`src/hw/rtl/lzsd_pkg.sv`:
```
`default_nettype none

package lzsd_pkg;

    localparam int OFFSET_BITS_DEF = 10;
    localparam int LENGTH_BITS_DEF = 6;
    localparam int MIN_MATCH_DEF   = 2;
    localparam int STORE_DEPTH_DEF = 2048;

    localparam int GROUP_ITEMS = 8;

    typedef struct packed {
        logic        lit;
        logic        tok;
        logic [7:0]  data;
        logic [15:0] token;
    } t_item;

    typedef struct packed {
        logic [3:0][7:0] data;
        logic [2:0]      count;
        logic            last;
        logic            err;
    } t_result;

endpackage

`default_nettype wire

```
`src/hw/rtl/lzsd_core.sv`:
```
`default_nettype none

module lzsd_core #(
    parameter int OFFSET_BITS = lzsd_pkg::OFFSET_BITS_DEF,
    parameter int LENGTH_BITS = lzsd_pkg::LENGTH_BITS_DEF,
    parameter int MIN_MATCH   = lzsd_pkg::MIN_MATCH_DEF,
    parameter int STORE_DEPTH = lzsd_pkg::STORE_DEPTH_DEF,
    localparam int AW         = $clog2(STORE_DEPTH)
) (
    input  wire logic          i_clk,
    input  wire logic          i_rst_n,
    input  wire lzsd_pkg::t_item i_item,
    input  wire logic          i_out_stall,
    output logic               o_hold,
    output logic               o_result_vld,
    output lzsd_pkg::t_result  o_result,
    output logic               o_ram_wr_en,
    output logic [AW-1:0]      o_ram_wr_addr,
    output logic [7:0]         o_ram_wr_data,
    output logic               o_ram_rd_en,
    output logic [AW-1:0]      o_ram_rd_addr,
    input  wire logic [7:0]    i_ram_rd_data
);

    localparam int WINDOW = (1 << OFFSET_BITS) - 1 + MIN_MATCH;
    localparam int MAXC   = (1 << LENGTH_BITS) - 1 + MIN_MATCH;
    localparam int FMAX   = (WINDOW > MAXC) ? WINDOW : MAXC;
    localparam int FW     = $clog2(FMAX + 1);
    localparam int LW     = $clog2(MAXC + 1);
    localparam int M1     = (FW > OFFSET_BITS) ? FW : OFFSET_BITS;
    localparam int M2     = (M1 > LW) ? M1 : LW;
    localparam int M3     = (M2 > AW) ? M2 : AW;
    localparam int XW     = M3 + 2;

    function automatic logic [AW-1:0] f_wrap(input logic [XW-1:0] s);
        f_wrap = (s >= XW'(STORE_DEPTH)) ? AW'(s - XW'(STORE_DEPTH)) : AW'(s);
    endfunction

    logic [FW-1:0]     r_fill, n_fill;
    logic [AW-1:0]     r_oldest, n_oldest;
    logic [AW-1:0]     r_wr_ptr, n_wr_ptr;
    logic [AW-1:0]     r_rd_ptr, n_rd_ptr;
    logic              r_busy, n_busy;
    logic              r_rd_vld, n_rd_vld;
    logic              r_err, n_err;
    logic [LW-1:0]     r_issue_left, n_issue_left;
    logic [LW-1:0]     r_cons_left, n_cons_left;
    logic [1:0]        r_lane, n_lane;
    logic [2:0][7:0]   r_pack, n_pack;
    logic              r_out_vld, n_out_vld;
    lzsd_pkg::t_result r_res, n_res;

    logic [15:0]          tok_sh;
    logic [OFFSET_BITS-1:0] tok_start;
    logic [LW-1:0]        item_len;
    logic                 item_vld;
    logic                 tok_err;
    logic [XW-1:0]        fill_sum;
    logic [XW-1:0]        fill_new;
    logic [XW-1:0]        drop;
    logic                 out_free;
    logic                 finalize;
    logic                 consume;
    logic                 issue;
    logic [7:0]           cbyte;

    assign item_vld  = i_item.lit | i_item.tok;
    assign tok_sh    = i_item.token >> LENGTH_BITS;
    assign tok_start = tok_sh[OFFSET_BITS-1:0];
    assign item_len  = i_item.lit ? LW'(1)
                     : LW'(i_item.token[LENGTH_BITS-1:0]) + LW'(MIN_MATCH);
    assign tok_err   = (XW'(tok_start) + XW'(item_len)) > XW'(r_fill);
    assign fill_sum  = XW'(r_fill) + XW'(item_len);
    assign fill_new  = (fill_sum > XW'(WINDOW))
                     ? ((XW'(item_len) > XW'(WINDOW)) ? XW'(item_len) : XW'(WINDOW))
                     : fill_sum;
    assign drop      = fill_sum - fill_new;

    assign out_free  = !r_out_vld || !i_out_stall;
    assign finalize  = r_rd_vld && ((r_lane == 2'd3) || (r_cons_left == LW'(1)));
    assign consume   = r_rd_vld && (!finalize || out_free);
    assign issue     = r_busy && (r_issue_left != '0) && (!r_rd_vld || consume);
    assign cbyte     = r_err ? 8'd0 : i_ram_rd_data;

    always_comb begin
        n_fill       = r_fill;
        n_oldest     = r_oldest;
        n_wr_ptr     = r_wr_ptr;
        n_rd_ptr     = r_rd_ptr;
        n_busy       = r_busy;
        n_err        = r_err;
        n_issue_left = r_issue_left;
        n_cons_left  = r_cons_left;
        n_lane       = r_lane;
        n_pack       = r_pack;
        n_res        = r_res;
        n_out_vld    = r_out_vld && i_out_stall;
        n_rd_vld     = issue || (r_rd_vld && !consume);

        o_ram_wr_en   = 1'b0;
        o_ram_wr_addr = r_wr_ptr;
        o_ram_wr_data = cbyte;
        o_ram_rd_en   = issue;
        o_ram_rd_addr = r_rd_ptr;

        if (item_vld) begin
            n_fill   = FW'(fill_new);
            n_oldest = f_wrap(XW'(r_oldest) + drop);
            if (i_item.lit) begin
                o_ram_wr_en   = 1'b1;
                o_ram_wr_data = i_item.data;
                n_wr_ptr      = f_wrap(XW'(r_wr_ptr) + XW'(1));
                n_out_vld     = 1'b1;
                n_res.data    = {24'd0, i_item.data};
                n_res.count   = 3'd1;
                n_res.last    = 1'b1;
                n_res.err     = 1'b0;
            end else begin
                n_busy       = 1'b1;
                n_err        = tok_err;
                n_rd_ptr     = f_wrap(XW'(r_oldest) + XW'(tok_start));
                n_issue_left = item_len;
                n_cons_left  = item_len;
                n_lane       = 2'd0;
            end
        end

        if (issue) begin
            n_rd_ptr     = f_wrap(XW'(r_rd_ptr) + XW'(1));
            n_issue_left = r_issue_left - LW'(1);
        end

        if (consume) begin
            o_ram_wr_en = 1'b1;
            n_wr_ptr    = f_wrap(XW'(r_wr_ptr) + XW'(1));
            n_cons_left = r_cons_left - LW'(1);
            if (finalize) begin
                for (int j = 0; j < 3; j++) begin
                    if (2'(j) < r_lane) begin
                        n_res.data[j] = r_pack[j];
                    end else if (2'(j) == r_lane) begin
                        n_res.data[j] = cbyte;
                    end else begin
                        n_res.data[j] = 8'd0;
                    end
                end
                n_res.data[3] = (r_lane == 2'd3) ? cbyte : 8'd0;
                n_res.count = 3'(r_lane) + 3'd1;
                n_res.last  = (r_cons_left == LW'(1));
                n_res.err   = r_err;
                n_out_vld   = 1'b1;
                n_lane      = 2'd0;
                if (r_cons_left == LW'(1)) begin
                    n_busy = 1'b0;
                end
            end else begin
                n_pack[r_lane] = cbyte;
                n_lane         = r_lane + 2'd1;
            end
        end
    end

    always_ff @(posedge i_clk) begin
        if (!i_rst_n) begin
            r_fill       <= '0;
            r_oldest     <= '0;
            r_wr_ptr     <= '0;
            r_busy       <= 1'b0;
            r_rd_vld     <= 1'b0;
            r_issue_left <= '0;
            r_cons_left  <= '0;
            r_lane       <= 2'd0;
            r_out_vld    <= 1'b0;
        end else begin
            r_fill       <= n_fill;
            r_oldest     <= n_oldest;
            r_wr_ptr     <= n_wr_ptr;
            r_busy       <= n_busy;
            r_rd_vld     <= n_rd_vld;
            r_issue_left <= n_issue_left;
            r_cons_left  <= n_cons_left;
            r_lane       <= n_lane;
            r_out_vld    <= n_out_vld;
        end
    end

    always_ff @(posedge i_clk) begin
        r_rd_ptr <= n_rd_ptr;
        r_err    <= n_err;
        r_pack   <= n_pack;
        r_res    <= n_res;
    end

    assign o_hold       = r_busy || (r_out_vld && i_out_stall);
    assign o_result_vld = r_out_vld;
    assign o_result     = r_res;

endmodule

`default_nettype wire

```
`config.mk`:
```
export PLATFORM = sky130hd
export DESIGN_NAME = lzsd_core
export DESIGN_NICKNAME = d
export VERILOG_FILES = /design/src/hw/rtl/lzsd_pkg.sv /design/src/hw/rtl/lzsd_core.sv
export SDC_FILE = /design/constraint.sdc
export NUM_CORES = 1
export LEC_CHECK = 0
export BUFFER_PORTS_ARGS = -buffer_cell sky130_fd_sc_hd__buf_2
export CORE_UTILIZATION = 50
export CTS_CLUSTER_DIAMETER = 60
export CTS_CLUSTER_SIZE = 8
export DETAILED_ROUTE_END_ITERATION = 8
export PLACE_DENSITY = 0.7
export SETUP_SLACK_MARGIN = 0.4
export SYNTH_ARGS = -nofsm -noshare
export SYNTH_HDL_FRONTEND = slang
export SYNTH_SLANG_ARGS = --single-unit
```
`constraint.sdc`:
```
create_clock -name i_clk -period 6.1 [get_ports i_clk]
set_clock_uncertainty 0.1 [all_clocks]
set_input_delay 0.305 -clock i_clk [delete_from_list [all_inputs] [get_ports i_clk]]
set_output_delay 0.305 -clock i_clk [all_outputs]
set_load 0.01 [all_outputs]
```
# --- Word level (Yosys, flattened, before mapping) ---
# Index checks and enable logic that the tools add are counted.
classes:
  reduce_logical: 28
  addsub: 16
  magnitude_cmp: 11
  eq_ne: 6
  muxes: 49
  n_bitwise: 3
op_table:
  columns: ["op", "n"]
  rows:
  - ["$mux 37", 4]
  - ["$mux 11", 10]
  - ["$mux 8", 11]
  - ["$sub 11x1->11 const B", 4]
  - ["$ge 12x12->1 const B", 3]
  - ["$mux 7", 5]
  - ["$add 11x1->12 const B", 2]
  - ["$bwmux 24", 1]
  - ["$demux 8 s2", 1]
  - ["$sub 7x1->7 const B", 2]
  - ["$add 11x13->13", 1]
  - ["$ge 13x12->1 const B", 1]
  - ["$sub 12x12->13", 1]
  - ["$add 11x10->12", 1]
  - ["$add 11x7->12", 1]
  - ["$gt 12x11->1 const B", 1]
  - ["$mux 1", 12]
  - ["$mux 12", 1]
  - ["$add 10x7->11", 1]
  - ["$gt 11x11->1", 1]
  - ["$reduce_and 2->1", 5]
  - ["$mux 2", 4]
  - ["$add 6x2->7 const B", 1]
  - ["$eq 7x1->1 const B", 1]
  - ["18 further kinds", 38]
totals:
  word_cells: 134
  regBits: 125
  output_inout_bits: 71

# --- Longest topological paths before layout ---
logic_depth:
  word_depth: 10
  mapped_depth: 23
  ltp_nobuf: 21

# --- Least setup slack after synthesis ---
# OpenSTA, ideal clock, no wires.
synth_path:
  path_kind: "input to register"
  startpoint: "input port i_item[25] (netlist bit)"
  endpoint: "register r_oldest[10]"
  setup_ns: 0.070
  arrival_time_ns: 5.234
  required_ns: 5.930
  path_buffers: 3
  path_stages: 23
  path_slack_ns: 0.695
  cell_sequence: "clkbuf_1 > buf_1 > or2_2 > ha_1 > inv_1 > fa_1 > nand2b_1 > a211o_1 > a211oi_2 > or2_1 > o21a_1 > buf_4 > nor2_1 > fa_1 > inv_1 > fa_1 > a211o_1 > o211ai_1 > a21oi_1 > a211oi_1 > xnor3_1 > or3_1 > a21oi_1"
synth_via:
  elab_chain_len: 8
  elab_cells_between_ends: 10
  classes_between: "4 x add/sub; 2 x order compare; 3 x mux; 1 x bitwise"
synth_lines:
  columns: ["element", "line", "text"]
  rows:
  - ["start: declaration", "lzsd_core.sv:12", "input wire lzsd_pkg::t_item i_item,"]
  - ["$mux 7 (*)", "lzsd_core.sv:70", "assign item_len = i_item.lit ? LW'(1)"]
  - ["$add 11x7->12 (*)", "lzsd_core.sv:73", "assign fill_sum = XW'(r_fill) + XW'(item_len);"]
  - ["$gt 12x11->1", "lzsd_core.sv:74", "assign fill_new = (fill_sum > XW'(WINDOW))"]
  - ["$mux 12 (*)", "lzsd_core.sv:75", "? ((XW'(item_len) > XW'(WINDOW)) ? XW'(item_len) : XW'(WINDOW))"]
  - ["named net fill_new[1]", "lzsd_core.sv:59", "logic [XW-1:0] fill_new;"]
  - ["$sub 12x12->13 (*)", "lzsd_core.sv:77", "assign drop = fill_sum - fill_new;"]
  - ["$add 11x13->13 (*)", "lzsd_core.sv:108", "n_oldest = f_wrap(XW'(r_oldest) + drop);"]
  - ["$sub 11x1->11 / $ge 13x12->1 (equally long branches)", "lzsd_core.sv:36", "f_wrap = (s >= XW'(STORE_DEPTH)) ? AW'(s - XW'(STORE_DEPTH)) : AW'(s);"]
  - ["$mux 11 (*)", "lzsd_core.sv:36", null]
  - ["end signal: assignment", "lzsd_core.sv:176", "r_oldest <= n_oldest;"]
  - ["end: declaration", "lzsd_core.sv:40", "logic [AW-1:0] r_oldest, n_oldest;"]
# The timed path passes the listed nets; every way through them passes the cells marked *.
# A chain may end at the register's enable or synchronous reset.

# --- Worst setup path in the final report ---
layout_path:
  startpoint: "input port i_item[1] (netlist bit)"
  endpoint: "register r_oldest[10]"
layout_via:
  elab_chain_len: 9
  elab_cells_between_ends: 10
  classes_between: "5 x add/sub; 2 x order compare; 3 x mux"
layout_lines:
  columns: ["element", "line", "text"]
  rows:
  - ["$add 6x2->7 (*)", "lzsd_core.sv:71", ": LW'(i_item.token[LENGTH_BITS-1:0]) + LW'(MIN_MATCH);"]
  - ["$mux 7 (*)", "lzsd_core.sv:70", null]
  - ["$add 11x7->12 (*)", "lzsd_core.sv:73", null]
  - ["$gt 12x11->1", "lzsd_core.sv:74", null]
  - ["$mux 12", "lzsd_core.sv:75", null]
  - ["$sub 12x12->13 (*)", "lzsd_core.sv:77", null]
  - ["$add 11x13->13 (*)", "lzsd_core.sv:108", null]
  - ["$sub 11x1->11 / $ge 13x12->1 (equally long branches)", "lzsd_core.sv:36", null]
  - ["$mux 11 (*)", "lzsd_core.sv:36", null]
# Every way passes the cells marked *; elsewhere a longest branch is shown, timed or not.

==> reports/summary.txt <==
most frequent CP cell -> ha_1
CTS tree -> done
DP HPWL -> 13,600 um
CP cell instances -> buf_2, ha_1, nand3_1, xor2_1, nor2_1, ha_1, o21a_1, nor2_2, or3_4, a221oi_4, nand4_1, o31ai_2, nand2_1, fa_1, ha_1, a211o_1, o211ai_1, a21oi_1, a211oi_1, xnor3_1, or3_1, a21oi_1
WHS Path Cells -> 3
Synth Flop Type -> dfxtp_1
Post-synth ARST share -> 0%
first-pass GRT wire length -> 30,800 um
Slew @ Worst Pin -> 1.20 ns
crit end category -> register
routed wl met2 -> 8400 um
Area growth syn-to-layout -> 17.1%
Vias -> 6,521
starting density of the core -> 51.7%
Max Root-Sink Buffers -> 2
Worst-Skew Late Latency -> 0.43 ns
initial antenna violation count -> 0
htree depth -> 4
final antenna-violating net count -> 0
unrepaired setup endpoints after global routing -> no
clock sink count -> 125
Mapped Cells -> 872
Synth Warn # -> 0
full die area -> 15,700 sq um
worst r2r dst -> r_oldest[10]$_SDFFE_PN0N_
sequential element share of the synthesized area -> 37.7%
CTS resizes -> 0
Hold Path Class -> primary input to register
period utilisation layout -> 86.0%
largest net degree at the start of global routing -> 48
share of post-route cells with drive strength above 1 -> 16.8%
routed len/inst -> 16.2 um
critical path data required time -> 6.37 ns
drt pass-1 iters -> 8
DR iter-0 viols -> 565
Min-Delay Startpoint -> i_item[18]
power per standard cell area -> 373 nW/um^2
FP Rows -> 44
Synth Area per Inst -> 8.71 sq um
gpl congestion -> 0.858
CTS buffer count -> 17
CP Launch Type -> primary input
Netlist cell types -> 74
Multi-input gate area -> 4350 sq um
TNS Setup -> 0 ns
EDFF count, synth -> 36
f_max -> 0.191 GHz
status -> finished with violations
DIE HEIGHT -> 125 um
fin. max-slew vios -> 0
top routing layer in use -> met4
WP data arrival -> 5.51 ns
CP Max Fanout -> 5
post-synthesis register bit count -> 125
wire length on met1 -> 9040 um
DRC Markers -> 14
vias per inst -> 5.57
global route overflow -> 0
Slowest-stage cell, CP -> fa_1
Leakage Power -> 3.86 nW
Mapped Nets -> 978
final hold viol count -> 0
final net count -> 1,080
DRT Wirelength -> 18,900 um
Global Route Usage Sum -> 25.1%
hold buffers post-CTS -> 0
Worst R2R Path Depth -> 19
Final Core Density -> 60.5%
ANT cells -> 0
Ports -> 108
critical path class -> primary input to register
IO Port Bufs -> 107
Total Power -> 0.00331 W
Min Clock Period, post-route -> 5.25 ns
failing checks -> DRC
Endpoint, Worst Hold -> o_result[7]$_DFF_P_
VDD IR-drop max -> 0.000324 V
Core ar. -> 14,700 sq um
total of max-cap violations -> 0
Worst-path clk slew -> 0.06 ns
Syn Std Cell Area -> 7590 sq um
FF+latch area -> 2860 sq um
R2R Path Start -> r_fill[0]$_SDFFE_PN0N_
final setup vio count -> 0
CP peak stage delay -> 0.47 ns
Die X-Extent -> 125 um
Slew headroom -> 19.6%
met3 WL -> 1120 um
Reg2Reg Setup Slack -> 0.93 ns
root buffer cell -> clkbuf_16
Filler cells -> 1,321
number of global-route vias before repair -> 6,036
setup bufs post-CTS -> 0
## final cells by class
class                           instances  area share [%]
Clock inverter                         14            1.87
Multi-Input combinational cell        650            48.9
Inverter                               67            2.83
Clock buffer                           18            5.06
Sequential cell                       125            32.2
Tap cell                              184            2.59
Timing Repair Buffer                  113            6.53
## cell usage after synthesis (2+ instances only)
library cell,number,share of area [%]
nand2_1,103,5.1
dfxtp_1,89,23
nor2_1,85,4.2
inv_1,64,3.2
a21oi_1,60,4.0
ha_1,56,9.2
o21ai_0,47,3.1
edfxtp_1,36,14
xnor2_1,29,3.3
clkbuf_1,21,1.0
nor3_1,21,1.4
nand3_1,18,1.2
a31oi_1,17,1.4
a22oi_1,16,1.6
xor2_1,16,1.8
nand2b_1,15,1.2
o21a_1,15,1.5
or3_1,15,1.2
and3_1,13,1.1
fa_1,13,3.4
o21ai_1,11,0.72
nand3b_1,9,0.89
nor2b_1,9,0.74
a211oi_1,5,0.49
a21o_1,5,0.49
o211ai_1,5,0.49
o21bai_1,5,0.49
a211o_1,4,0.46
nand4_1,4,0.33
or2_2,4,0.33
buf_1,3,0.15
buf_2,3,0.20
buf_4,3,0.30
o31a_1,3,0.35
o31ai_1,3,0.30
a221oi_1,2,0.23
a32oi_1,2,0.23
and2_1,2,0.16
clkinv_1,2,0.099
nor3_2,2,0.26
nor3b_1,2,0.20
o311a_1,2,0.26
or2_1,2,0.16
## flip-flops by register name, summed over array words and instances (netlist names)
| register | flops |
|---|---|
| r_issue_left | 7 |
| o_result | 37 |
| o_result_vld | 1 |
| r_busy | 1 |
| r_rd_vld | 1 |
| r_oldest | 11 |
| r_cons_left | 7 |
| r_pack | 24 |
| o_ram_rd_addr | 11 |
| r_lane | 2 |
| r_fill | 11 |
| r_err | 1 |
| o_ram_wr_addr | 11 |
## kinds of logic (layout without fill, tap and decap cells)
| family | count (synthesis) | after routing | synth area share, % |
|---|---|---|---|
| buf+inv | 97 | 212 | 4.99 |
| compound gates | 222 | 222 | 19.4 |
| xor+xnor | 46 | 46 | 5.49 |
| fa+ha+maj | 69 | 69 | 12.7 |
| simple gates | 312 | 312 | 19.7 |
| mux | 1 | 1 | 0.132 |
| flops | 125 | 125 | 37.7 |
## worst max-delay path: cells and delay by family
family | cells | cell delay (ns)
adder cells (fa/ha/maj) | 4 | 1.40
XOR/XNOR | 2 | 0.52
AO/OA/AOI/OAI | 8 | 1.89
buffers and inverters | 1 | 0.14
AND/OR/NAND/NOR | 7 | 1.26
## cells in the final DEF, fill, tap and decap left out, types with 6 or more instances in the layout
| cell type | Yosys | layout |
|---|---|---|
| a31oi_1 | 17 | 17 |
| clkbuf_16 | 0 | 18 |
| edfxtp_1 | 36 | 36 |
| inv_1 | 64 | 64 |
| nor2_1 | 85 | 85 |
| buf_4 | 3 | 6 |
| and3_1 | 13 | 13 |
| dfxtp_1 | 89 | 89 |
| a22oi_1 | 16 | 16 |
| o21a_1 | 15 | 15 |
| fa_1 | 13 | 13 |
| o21ai_0 | 47 | 47 |
| nor2b_1 | 9 | 9 |
| xnor2_1 | 29 | 29 |
| inv_8 | 0 | 6 |
| ha_1 | 56 | 56 |
| or3_1 | 15 | 15 |
| a21oi_1 | 60 | 60 |
| xor2_1 | 16 | 16 |
| buf_2 | 3 | 107 |
| nand3b_1 | 9 | 9 |
| nand2b_1 | 15 | 15 |
| nand2_1 | 103 | 103 |
| o21ai_1 | 11 | 11 |
| nand3_1 | 18 | 18 |
| nor3_1 | 21 | 21 |
## layer usage
layer  global-route usage [%]  vias to the layer above
li1                         -                     3278
met3                     5.86                       29
met2                     40.7                      226
met5                        0                        -
met4                     8.61                        0
met1                     32.9                     2988
## metrics by stage
step           worst slack [ns]  cells  cell area (sq um)  hold slack, ns
2_1_floorplan             0.695    872               7590           0.308
3_3_place_gp              0.639   1139               8280           0.322
3_5_place_dp              0.490   1139               8280           0.321
4_1_cts                   0.906   1171               8890          0.0449
5_1_grt                   0.525   1171               8890          0.0602
6_report                  0.852   1171               8890          0.0640
## power by group
part	switching [W]	internal (W)	leakage [nW]
combinational	0.000672	0.000557	2.50
clock	0.000452	0.000611	0.306
sequential	0.0000728	0.000950	1.06
total	0.00120	0.00212	3.86
## how the worst max path moves through the flow
stage	end	start	cells past startpoint	slack, ns
6_report	r_oldest[10]$_SDFFE_PN0N_	i_item[1]	22	0.85
5_1_grt	r_oldest[10]$_SDFFE_PN0N_	i_item[1]	22	0.52
4_1_cts	r_oldest[10]$_SDFFE_PN0N_	i_item[1]	22	0.91
3_5_place_dp	r_oldest[10]$_SDFFE_PN0N_	i_item[1]	22	0.49
3_3_place_gp	r_oldest[10]$_SDFFE_PN0N_	i_item[1]	22	0.64
2_1_floorplan	r_oldest[10]$_SDFFE_PN0N_	i_item[25]	23	0.70
Power figures use the tool's default switching activity.
