## config.mk

```make
export PLATFORM = sky130hd
export DESIGN_NAME = lzsd_parse
export DESIGN_NICKNAME = d
export VERILOG_FILES = /design/src/hw/rtl/lzsd_pkg.sv /design/src/hw/rtl/lzsd_parse.sv
export SDC_FILE = /design/constraint.sdc
export NUM_CORES = 1
export LEC_CHECK = 0
export BUFFER_PORTS_ARGS = -buffer_cell sky130_fd_sc_hd__buf_2
export CAP_MARGIN = 10
export CORE_MARGIN = 5
export CORE_UTILIZATION = 30
export DETAILED_ROUTE_END_ITERATION = 10
export PLACE_DENSITY = 0.6
export SLEW_MARGIN = 20
export SYNTH_ARGS = -nofsm -noshare
export SYNTH_HDL_FRONTEND = slang
export SYNTH_SLANG_ARGS = --single-unit
export TNS_END_PERCENT = 5
```

## constraint.sdc

```tcl
create_clock -name i_clk -period 4.1 [get_ports i_clk]
set_input_delay 0.41 -clock i_clk [delete_from_list [all_inputs] [get_ports i_clk]]
set_output_delay 0.41 -clock i_clk [all_outputs]
set_load 0.01 [all_outputs]
```

## src/hw/rtl/lzsd_pkg.sv

```systemverilog
`default_nettype none

package lzsd_pkg;

    localparam int OFFSET_BITS_DEF = 10;
    localparam int LENGTH_BITS_DEF = 6;
    localparam int MIN_MATCH_DEF   = 2;
    localparam int STORE_DEPTH_DEF = 2048;

    localparam int GROUP_ITEMS = 8;

    typedef struct packed {
        logic        lit;
        logic        tok;
        logic [7:0]  data;
        logic [15:0] token;
    } t_item;

    typedef struct packed {
        logic [3:0][7:0] data;
        logic [2:0]      count;
        logic            last;
        logic            err;
    } t_result;

endpackage

`default_nettype wire

```

## src/hw/rtl/lzsd_parse.sv

```systemverilog
`default_nettype none

module lzsd_parse (
    input  wire logic         i_clk,
    input  wire logic         i_rst_n,
    input  wire logic         i_accept,
    input  wire logic [7:0]   i_data_byte,
    output lzsd_pkg::t_item   o_item
);

    logic [3:0] r_pos, n_pos;
    logic [7:0] r_flags, n_flags;
    logic       r_half, n_half;
    logic [7:0] r_low, n_low;
    logic       flag_bit;

    assign flag_bit = r_flags[3'd7 - r_pos[2:0]];

    always_comb begin
        n_pos        = r_pos;
        n_flags      = r_flags;
        n_half       = r_half;
        n_low        = r_low;
        o_item.lit   = 1'b0;
        o_item.tok   = 1'b0;
        o_item.data  = i_data_byte;
        o_item.token = {i_data_byte, r_low};
        if (i_accept) begin
            priority if (r_pos >= 4'(lzsd_pkg::GROUP_ITEMS)) begin
                n_flags = i_data_byte;
                n_pos   = 4'd0;
                n_half  = 1'b0;
            end else if (!flag_bit) begin
                o_item.lit = 1'b1;
                n_pos      = r_pos + 4'd1;
            end else if (!r_half) begin
                n_low  = i_data_byte;
                n_half = 1'b1;
            end else begin
                o_item.tok = 1'b1;
                n_half     = 1'b0;
                n_pos      = r_pos + 4'd1;
            end
        end
    end

    always_ff @(posedge i_clk) begin
        if (!i_rst_n) begin
            r_pos   <= 4'(lzsd_pkg::GROUP_ITEMS);
            r_flags <= 8'd0;
            r_half  <= 1'b0;
            r_low   <= 8'd0;
        end else begin
            r_pos   <= n_pos;
            r_flags <= n_flags;
            r_half  <= n_half;
            r_low   <= n_low;
        end
    end

endmodule

`default_nettype wire

```

* Word level (Yosys, flattened, before mapping)
Cells that the tools add are included.
Word-level totals: output and inout port bits 26, logic and storage cells 29, flip-flop bits (word level) 21, bits of input ports 11
Operators by class: magnitude comparators 2, bitwise gates (word level) 2, muxes and demuxes 13, reductions and logical operators 5, eq/ne operators 1, add/sub/neg operators 2
Operators by type and width (number):
- $mux 4 | 3
- $mux 1 | 7
- $reduce_and 2->1 | 3
- $add 4x1->4 const B | 1
- $ge 4x4->1 const B | 1
- $lt 3x4->1 const B | 1
- $mux 2 | 2
- $reduce_and 4->1 | 1
- $bmux 1 s3 | 1
- $ne 3x2->1 const B | 1
- $sub 3x3->3 const A | 1
- $not 1->1 | 2
- $reduce_bool 2->1 | 1

* Longest topological paths before layout
Gate-level depths: netlist (run 1).
depth in word-level cells 6, depth in mapped cells 6, depth with buffers taken out 5

* Worst setup path before layout (run 1)
No wires, ideal clock.
path type register -> output, start point register r_pos[0], end point output o_item[24] in the netlist's numbering, path buffers 2, data arrival time 1.366 ns, stages on the path, launching flop included 7, data required time 3.690 ns, setup slack 2.324 ns, cell sequence dfxtp_1 -> buf_6 -> mux2i_1 -> and3_1 -> clkbuf_1 -> nor3_1 -> and4_1
RTL lines:
- start: declaration | line lzsd_parse.sv:11 | logic [3:0] r_pos, n_pos;
- start signal: assignment | line lzsd_parse.sv:49 | r_pos <= 4'(lzsd_pkg::GROUP_ITEMS);
- start signal: assignment | line lzsd_parse.sv:54 | r_pos <= n_pos;
- end: declaration | line lzsd_parse.sv:8 | output lzsd_pkg::t_item o_item

==> out/qor.yml, run 1 <==
initial_utilization_pct: 31.3
regToRegStartpoint: "r_pos[0]"
cp-start-kind: "flop"
via_count: 983
required_ns: 3.69
critical_path.n_buffers_inverters: 1
clock_sinks: 21
route.final.wire_length_um: 2490
globalRouteTotalUtil_pct: 9.99
reg2reg_setup_slack_ns: 2.04
async_reset_ff_share_pct: 0
htree_levels: 1
setup-tns-final_ns: 0
grt_overflow: 0
drv.max_cap_violation_count: 0
diodes: 0
cp_slowest_stage_delay_ns: 0.55
synth_top_area_cell: "sky130_fd_sc_hd__dfxtp_1"
final_cell_area_um2: 1270
synth_top_cell_area_share_pct: 36.4
chipHeight_um: 72.0
drt_pre_antenna_iters: 4
fill_cells: 414
layout.area.seq_um2: 420
post_route_cells_drive_above_1_share_pct: 26.8
grt_pass1_vias: 929
power.ir.vdd_worst_mv: 0.125
core_region_area_um2: 3690
synth_warnings: 0
mostFrequentLayoutCell: "sky130_fd_sc_hd__buf_2"
route.antenna.remaining_nets: 0
min-delay-start: "i_data_byte[1]"
syn-instance-count: 141
finalCritPeriodShare_pct: 56.5
synth_sequential_area_ratio_pct: 36.4
reg2reg_capture_point: "r_low[5]"
synth_ff_type: "sky130_fd_sc_hd__dfxtp_1"
synthToLayoutAreaGrowth_pct: 10.4
yosysUniqueCellTypes: 31
criticalPathCategory: "flop to output pin"
postSynthAreaPerCell_um2: 8.18
io_buffer_count: 36
synth_enable_flop_cells: 0
preCtsSetupSlack_ns: 2.02
yosys_register_bits: 21
cts-buffers-inserted: 3
timing_hold_violations_final: 0
drc: 0
ctsLongestPathBuffers: 2
path_cells: "mux2i_1, a22o_1, nor3_1, and4_1, buf_2"
multi_input_area_um2: 557
antenna_found_initial: 0
hold_path_depth: 3
fp-row-count: 22
power_density_over_cell_area_nw_per_um2: 321
report.final.slew_viol_count: 0
mappedNetlistArea_um2: 1150
worstMarginPinSlew_ns: 0.695
gp_routability_congestion: 0.791
clk_transition_reported_paths_ns: 0.08
hold-path-endpoint: "r_low[1]"
dp_hpwl_um: 1750
finClkSkew_ns: 0.00292
cts-hold-fix-buffers: 0
max_freq_mhz: 432
synth_nets: 153
cts_tree: "yes"
setup_slack_ns: 1.79
post_dp_cell_area_um2: 1230
wl_per_cell_um: 12.1
worst-path-max-fanout: 10
setup_viol: 0
critPathLaunch: "r_pos[0]"
grt_max_degree: 21
synth.top_cells.by_area: "sky130_fd_sc_hd__dfxtp_1 (36%), sky130_fd_sc_hd__buf_4 (10%), sky130_fd_sc_hd__mux2i_1 (9.5%)"
post_cts.repair.setup_buffers: 0
chipWidth_um: 72.0
cp.arrival_ns: 1.90
clk_latency_ns: 0.26
run_status: "complete, no violations"
cts-root-buf: "sky130_fd_sc_hd__clkbuf_8"
routed_via_density: 4.80
cp_slowest_cell: "sky130_fd_sc_hd__dfxtp_1"
worst_path_dominant_cell_family: "flip-flops"
unrepaired_setup_endpoints_after_global_routing: "false"
design.portCount: 37
final_cell_mix: "sky130_fd_sc_hd__buf_2 (36), sky130_fd_sc_hd__nand2_1 (29), sky130_fd_sc_hd__dfxtp_1 (21)"
grt_first_pass_wirelength_um: 4220
die_area_um2: 5190
dr.first_iter.drc_count: 87
worstSetupEndpointType: "output pin"
num-nets-final: 170
final_period_minus_worst_setup_slack_ns: 2.31
slew-limit-headroom_pct: 53.3
worst-r2r-cell-count: 4
leakage_nw: 0.521
ctsResizeCount: 0
worstHoldPathType: "input pin to flop"
## worst reg2reg max path, delay by kind of cell (launching register included)
| family | cells | cell delay (ns) |
|---|---|---|
| muxes | 2 | 0.38 |
| and+or+nand+nor | 1 | 0.70 |
| DFF | 1 | 0.55 |
| AOI/OAI and AO/OA | 1 | 0.37 |
## through the flow
step / total power [W] / cells / hold WS (ns) / util, %
6_report: 0.000409 / 205 / 0.413 / 34.5
5_1_grt: 0.000430 / 205 / 0.432 / 34.5
4_1_cts: 0.000413 / 205 / 0.414 / 34.5
3_5_place_dp: 0.000278 / 201 / 0.446 / 33.3
3_3_place_gp: 0.000278 / 201 / 0.444 / 33.3
2_1_floorplan: 0.000268 / 141 / 0.433 / -
## report_power, final
group / leakage (nW) / switching [W] / internal [W] / total (W)
Clock: 0.0228 / 0.0000667 / 0.0000692 / 0.000136
Combinational: 0.328 / 0.0000342 / 0.0000212 / 0.0000553
Sequential: 0.171 / 0.00000697 / 0.000211 / 0.000218
## area by class of cell
cell class                      instances  area share [%]
Sequential cell                        21            33.0
Multi-Input combinational cell         93            43.7
Clock buffer                            4            3.54
Timing Repair Buffer                   36            14.1
Tap cell                               48            4.72
Inverter                                3           0.884
## how the worst max path moves through the flow
stage	depth (start not counted)	slack (ns)	end
after floorplan	6	2.32	o_item[24]
after global placement	4	2.07	r_low[7]
after detailed placement	4	2.02	r_low[1]
after CTS	5	1.80	o_item[24]
after global routing	5	1.63	o_item[24]
final	5	1.79	o_item[24]
## metal layers
layer / GRT usage, % / wire (um) / vias up
met2: 13.4 / 940 / 36
met5: 0 / 0 / -
met4: 3.13 / 34 / 0
li1: - / - / 505
met1: 15.2 / 1340 / 438
met3: 2.63 / 177 / 4
## kinds of logic (layout without fill, tap and decap cells)
logic type               Yosys count  in the layout  synth area share [%]
AND/OR/NAND/NOR                   59             59                  25.5
buffers and inverters             27             43                  15.3
AO/OA/AOI/OAI                     21             21                  11.2
adder cells (fa/ha/maj)            1              1                  1.08
multiplexers                      12             12                  10.5
flip-flops                        21             21                  36.4
## state kept, by name, summed over array words and instances, names as in the netlist
register  cells
r_flags       8
r_half        1
r_low         8
r_pos         4
## cell usage after synthesis, drive strengths merged (2+ instances only)
library cell	number
nor3	2
inv	3
nand2	29
nand3	11
a21oi	11
a31oi	2
o31ai	2
clkbuf	6
mux2i	11
nand2b	2
dfxtp	21
buf	18
or4	3
nor2	5
No activity file was read; power rests on OpenSTA's default activity.
==> run 2, diff against run 1 <==
--- a/config.mk
+++ b/config.mk
@@ -5,12 +5,13 @@
 export SDC_FILE = /design/constraint.sdc
 export NUM_CORES = 1
 export LEC_CHECK = 0
+export ABC_AREA = 1
 export BUFFER_PORTS_ARGS = -buffer_cell sky130_fd_sc_hd__buf_2
 export CAP_MARGIN = 10
 export CORE_MARGIN = 5
 export CORE_UTILIZATION = 30
 export DETAILED_ROUTE_END_ITERATION = 10
-export PLACE_DENSITY = 0.6
+export PLACE_DENSITY = 0.62
 export SLEW_MARGIN = 20
 export SYNTH_ARGS = -nofsm -noshare
 export SYNTH_HDL_FRONTEND = slang
==> constraint.sdc (replaced) <==
create_clock -name i_clk -period 1.87 [get_ports i_clk]
set_input_delay 0.187 -clock i_clk [delete_from_list [all_inputs] [get_ports i_clk]]
set_output_delay 0.187 -clock i_clk [all_outputs]
set_load 0.01 [all_outputs]
==> out/qor.yml, run 2 <==
run_status: "complete, no violations"
async_reset_ff_share_pct: 0
drv.max_cap_violation_count: 0
dp_hpwl_um: 1850
post_route_cells_drive_above_1_share_pct: 29.0
gp_routability_congestion: 0.839
regToRegStartpoint: "r_pos[0]"
slew-limit-headroom_pct: 70.7
hold_path_depth: 3
worstMarginPinSlew_ns: 0.439
worstHoldPathType: "input pin to flop"
synth.top_cells.by_area: "sky130_fd_sc_hd__dfxtp_1 (37%), sky130_fd_sc_hd__buf_4 (11%), sky130_fd_sc_hd__nand2_1 (8.5%)"
drt_pre_antenna_iters: 4
num-nets-final: 196
postSynthAreaPerCell_um2: 7.10
final_cell_area_um2: 1310
dp_cells: 227
final_period_minus_worst_setup_slack_ns: 1.60
grt_max_degree: 18
fin_worst_hold_slack_ns: 0.248
reg2reg_setup_slack_ns: 0.55
finClkSkew_ns: 0.00391
mappedNetlistArea_um2: 1140
setup-tns-final_ns: 0
worstSetupEndpointType: "output pin"
grt_first_pass_wirelength_um: 3920
post_cts.repair.setup_buffers: 0
drc: 0
core_region_area_um2: 3690
final_cell_mix: "sky130_fd_sc_hd__buf_2 (36), sky130_fd_sc_hd__nand2_1 (26), sky130_fd_sc_hd__inv_1 (23)"
cts-buffers-inserted: 3
reg2reg_capture_point: "r_low[1]"
grt_pass1_vias: 939
die_area_um2: 5140
power.ir.vdd_worst_mv: 0.378
leakage_nw: 0.672
criticalPathCategory: "flop to output pin"
min-delay-start: "i_data_byte[3]"
leading_registers_by_flop_count: "r_flags (8), r_low (8), r_pos (4)"
synth_top_area_cell: "sky130_fd_sc_hd__dfxtp_1"
cts-hold-fix-buffers: 0
cts-root-buf: "sky130_fd_sc_hd__clkbuf_8"
clock_sinks: 21
design.portCount: 37
initial_utilization_pct: 31.0
clk_transition_reported_paths_ns: 0.08
yosys_register_bits: 21
ctsLongestPathBuffers: 2
routed_via_density: 4.31
synth_sequential_area_ratio_pct: 36.8
syn-instance-count: 161
cp.arrival_ns: 1.41
fp-row-count: 22
dr.first_iter.drc_count: 40
power_density_over_cell_area_nw_per_um2: 732
worst-path-max-fanout: 7
synth_top_cell_area_share_pct: 36.8
hold-path-endpoint: "r_flags[3]"
unrepaired_setup_endpoints_after_global_routing: "false"
diodes: 0
report.final.slew_viol_count: 0
clk_latency_ns: 0.26
mostFrequentLayoutCell: "sky130_fd_sc_hd__buf_2"
most_common_cell_in_the_synthesized_netlist: "sky130_fd_sc_hd__nand2_1"
synth_nets: 173
cp-start-kind: "flop"
wl_per_cell_um: 9.90
yosysUniqueCellTypes: 18
required_ns: 1.68
antenna_found_initial: 0
synth_enable_flop_cells: 0
final_cells: 231
htree_levels: 1
synth_warnings: 0
via_count: 996
io_buffer_count: 36
chipHeight_um: 71.7
worst-r2r-cell-count: 9
max_freq_mhz: 625
ctsResizeCount: 0
synthToLayoutAreaGrowth_pct: 14.2
post_dp_cell_area_um2: 1260
chipWidth_um: 71.7
globalRouteTotalUtil_pct: 9.31
synth_ff_type: "sky130_fd_sc_hd__dfxtp_1"
cts_tree: "yes"
timing_hold_violations_final: 0
route.antenna.remaining_nets: 0
grt_overflow: 0
preCtsSetupSlack_ns: 0.461
setup_viol: 0
setup_slack_ns: 0.270
synth.cells.most_frequent: "sky130_fd_sc_hd__nand2_1 (26), sky130_fd_sc_hd__inv_1 (23), sky130_fd_sc_hd__dfxtp_1 (21), sky130_fd_sc_hd__nor2_1 (20), sky130_fd_sc_hd__buf_4 (16)"
route.final.wire_length_um: 2290
finalCritPeriodShare_pct: 85.6
-- run 2: area by class of cell --
type                       count  area, um^2
inverter                      24        90.1
clock inverter                 1        5.00
clock buffer                   3        41.3
multi-input combinational     97         499
sequential                    21         422
fill                         423        2380
timing repair buffer          37         188
tap                           48        60.1
-- run 2: worst max path at each step --
stage,end,from,slack [ns],depth (start not counted)
detailed placement,o_item[24],r_pos[0],0.46,7
global placement,r_low[5],r_pos[0],0.51,9
global route,o_item[24],r_pos[0],0.08,7
floorplan,o_item[24],r_pos[0],0.56,6
finish,o_item[24],r_pos[0],0.27,7
CTS,o_item[24],r_pos[0],0.17,7
-- run 2: where the power goes --
part	switching [W]	total, W	internal (W)
clock	0.000147	0.000296	0.000148
combinational	0.000114	0.000177	0.0000631
sequential	0.0000111	0.000482	0.000471
-- run 2: cells by family after synthesis --
logic type | share of synthesized area [%]
compound gates | 10.1
fa+ha+maj | 1.10
buf+inv | 19.5
simple gates | 31.8
xor+xnor | 0.767
flops | 36.8
-- run 2: per-layer routing --
metal / part of all wire (%) / vias to the layer above / GRT usage, % / wire (um)
met4: 0 / 0 / 0.626 / 0
li1: - / 529 / - / -
met3: 6.5 / 0 / 3.37 / 149
met5: 0 / - / 0 / 0
met2: 44 / 30 / 15.4 / 996
met1: 50 / 437 / 12.1 / 1140
-- run 2: worst max-delay path: stages (launching register included) --
cell and delay [ns]:
sky130_fd_sc_hd__dfxtp_2 0.39, sky130_fd_sc_hd__inv_2 0.08, sky130_fd_sc_hd__nand2_1 0.06, sky130_fd_sc_hd__nand3_1 0.08, sky130_fd_sc_hd__nand3_1 0.15, sky130_fd_sc_hd__nand2_2 0.11
sky130_fd_sc_hd__nor3_1 0.13, sky130_fd_sc_hd__buf_2 0.15
-- run 2: through the flow --
stage / power [W] / util [%]
2_1_floorplan: 0.000631 / -
3_5_place_dp: 0.000673 / 34.1
4_1_cts: 0.000973 / 35.3
3_3_place_gp: 0.000671 / 34.1
5_1_grt: 0.00102 / 35.4
6_report: 0.000955 / 35.4
==> run 3, diff against run 2 <==
--- a/config.mk
+++ b/config.mk
@@ -10,8 +10,10 @@
 export CAP_MARGIN = 10
 export CORE_MARGIN = 5
 export CORE_UTILIZATION = 30
+export CTS_BUF_LIST = sky130_fd_sc_hd__clkbuf_8
 export DETAILED_ROUTE_END_ITERATION = 10
 export PLACE_DENSITY = 0.62
+export REMOVE_ABC_BUFFERS = 1
 export SLEW_MARGIN = 20
 export SYNTH_ARGS = -nofsm -noshare
 export SYNTH_HDL_FRONTEND = slang
==> out/qor.yml, run 3 (synthesis results as in run 2) <==
synthToLayoutAreaGrowth_pct: 14.2
clk_transition_reported_paths_ns: 0.07
power_density_over_cell_area_nw_per_um2: 732
finClkSkew_ns: 0.00149
io_buffer_count: 36
htree_levels: 1
mostFrequentLayoutCell: "sky130_fd_sc_hd__buf_2"
core_region_area_um2: 3690
layout.core_utilization_pct: 35.4
drt_pre_antenna_iters: 4
grt_overflow: 0
slew-limit-headroom_pct: 70.7
final_period_minus_worst_setup_slack_ns: 1.61
setup_viol: 0
dp_hpwl_um: 1800
route.final.wire_length_um: 2290
run_status: "complete, no violations"
wl_per_cell_um: 9.90
unrepaired_setup_endpoints_after_global_routing: "false"
cts-buffers-inserted: 3
final_cells: 231
criticalPathCategory: "flop to output pin"
leakage_nw: 0.672
grt_first_pass_wirelength_um: 3990
post_route_cells_drive_above_1_share_pct: 29.0
dp_cells: 227
clock_sinks: 21
layout.area.seq_um2: 422
cts_tree: "yes"
fin_worst_hold_slack_ns: 0.245
cts-root-buf: "sky130_fd_sc_hd__clkbuf_8"
final_cell_area_um2: 1310
fill_cells: 424
route.antenna.remaining_nets: 0
finalCritPeriodShare_pct: 85.9
grt_pass1_vias: 932
diodes: 0
chipHeight_um: 71.7
max_freq_mhz: 623
timing_hold_violations_final: 0
initial_utilization_pct: 31.0
cts-hold-fix-buffers: 0
routed_via_density: 4.25
final_cell_mix: "sky130_fd_sc_hd__buf_2 (36), sky130_fd_sc_hd__nand2_1 (26), sky130_fd_sc_hd__inv_1 (23)"
post_dp_cell_area_um2: 1260
cp-start-kind: "flop"
grt_max_degree: 18
worstHoldPathType: "input pin to flop"
drc: 0
power.ir.vdd_worst_mv: 0.456
fp-row-count: 22
drv.max_cap_violation_count: 0
clk_latency_ns: 0.26
dr.first_iter.drc_count: 45
worstSetupEndpointType: "output pin"
gp_routability_congestion: 0.860
globalRouteTotalUtil_pct: 9.56
ctsLongestPathBuffers: 2
via_count: 982
design.portCount: 37
multi_input_area_um2: 499
num-nets-final: 196
antenna_found_initial: 0
chipWidth_um: 71.7
worstMarginPinSlew_ns: 0.439
report.final.slew_viol_count: 0
cp.arrival_ns: 1.42
setup-tns-final_ns: 0
leading_registers_by_flop_count: "r_flags (8), r_low (8), r_pos (4)"
worst-path-max-fanout: 7
die_area_um2: 5140
required_ns: 1.68
run 3: final cells by class:
type	count	area share, %
flip-flops and latches	21	32.3
multi-input cells	97	38.3
repair buffers	37	14.4
clock inverters	1	0.384
clock buffers	3	3.16
inverters	24	6.90
well taps	48	4.60
run 3: worst max-delay path: stages, from the launching register on:
cell                      delay (ns)
sky130_fd_sc_hd__dfxtp_2        0.39
sky130_fd_sc_hd__inv_2          0.08
sky130_fd_sc_hd__nand2_1        0.06
sky130_fd_sc_hd__nand3_1        0.08
sky130_fd_sc_hd__nand3_1        0.15
sky130_fd_sc_hd__nand2_2        0.11
sky130_fd_sc_hd__nor3_1         0.13
sky130_fd_sc_hd__buf_2          0.15
run 3: power by group:
group | switching (W) | total [W] | internal (W)
Clock | 0.000148 | 0.000296 | 0.000149
Combinational | 0.000114 | 0.000177 | 0.0000631
Sequential | 0.0000115 | 0.000483 | 0.000471
run 3: what timing repair did:
action / CTS / global route
buffers inserted: 0 / 0
setup endpoints to repair: 0 / 1
resized for setup: 0 / 1
run 3: path summary, 6_finish.rpt:
path | slack (ns) | end | from | cells after the start
worst max-delay path | 0.26 | o_item[24] | r_pos[0] | 7
worst min-delay path | 0.25 | r_flags[4] | i_data_byte[4] | 3
worst max register to register | 0.54 | r_low[6] | r_pos[0] | 9
worst min register to register | 0.46 | r_flags[4] | r_flags[4] | 2
run 3: per-layer routing:
metal	global-route usage, %	vias to the layer above	share of wire [%]
li1	-	530	-
met1	12.0	421	48
met2	15.1	27	42
met3	3.51	4	7.8
met4	3.13	0	1.4
met5	0	-	0
run 3: stage by stage:
step / worst slack, ns / power [W]
finish: 0.264 / 0.000956
global route: 0.0828 / 0.00102
CTS: 0.163 / 0.000975
detailed placement: 0.459 / 0.000673
global placement: 0.488 / 0.000671
floorplan: 0.519 / 0.000592
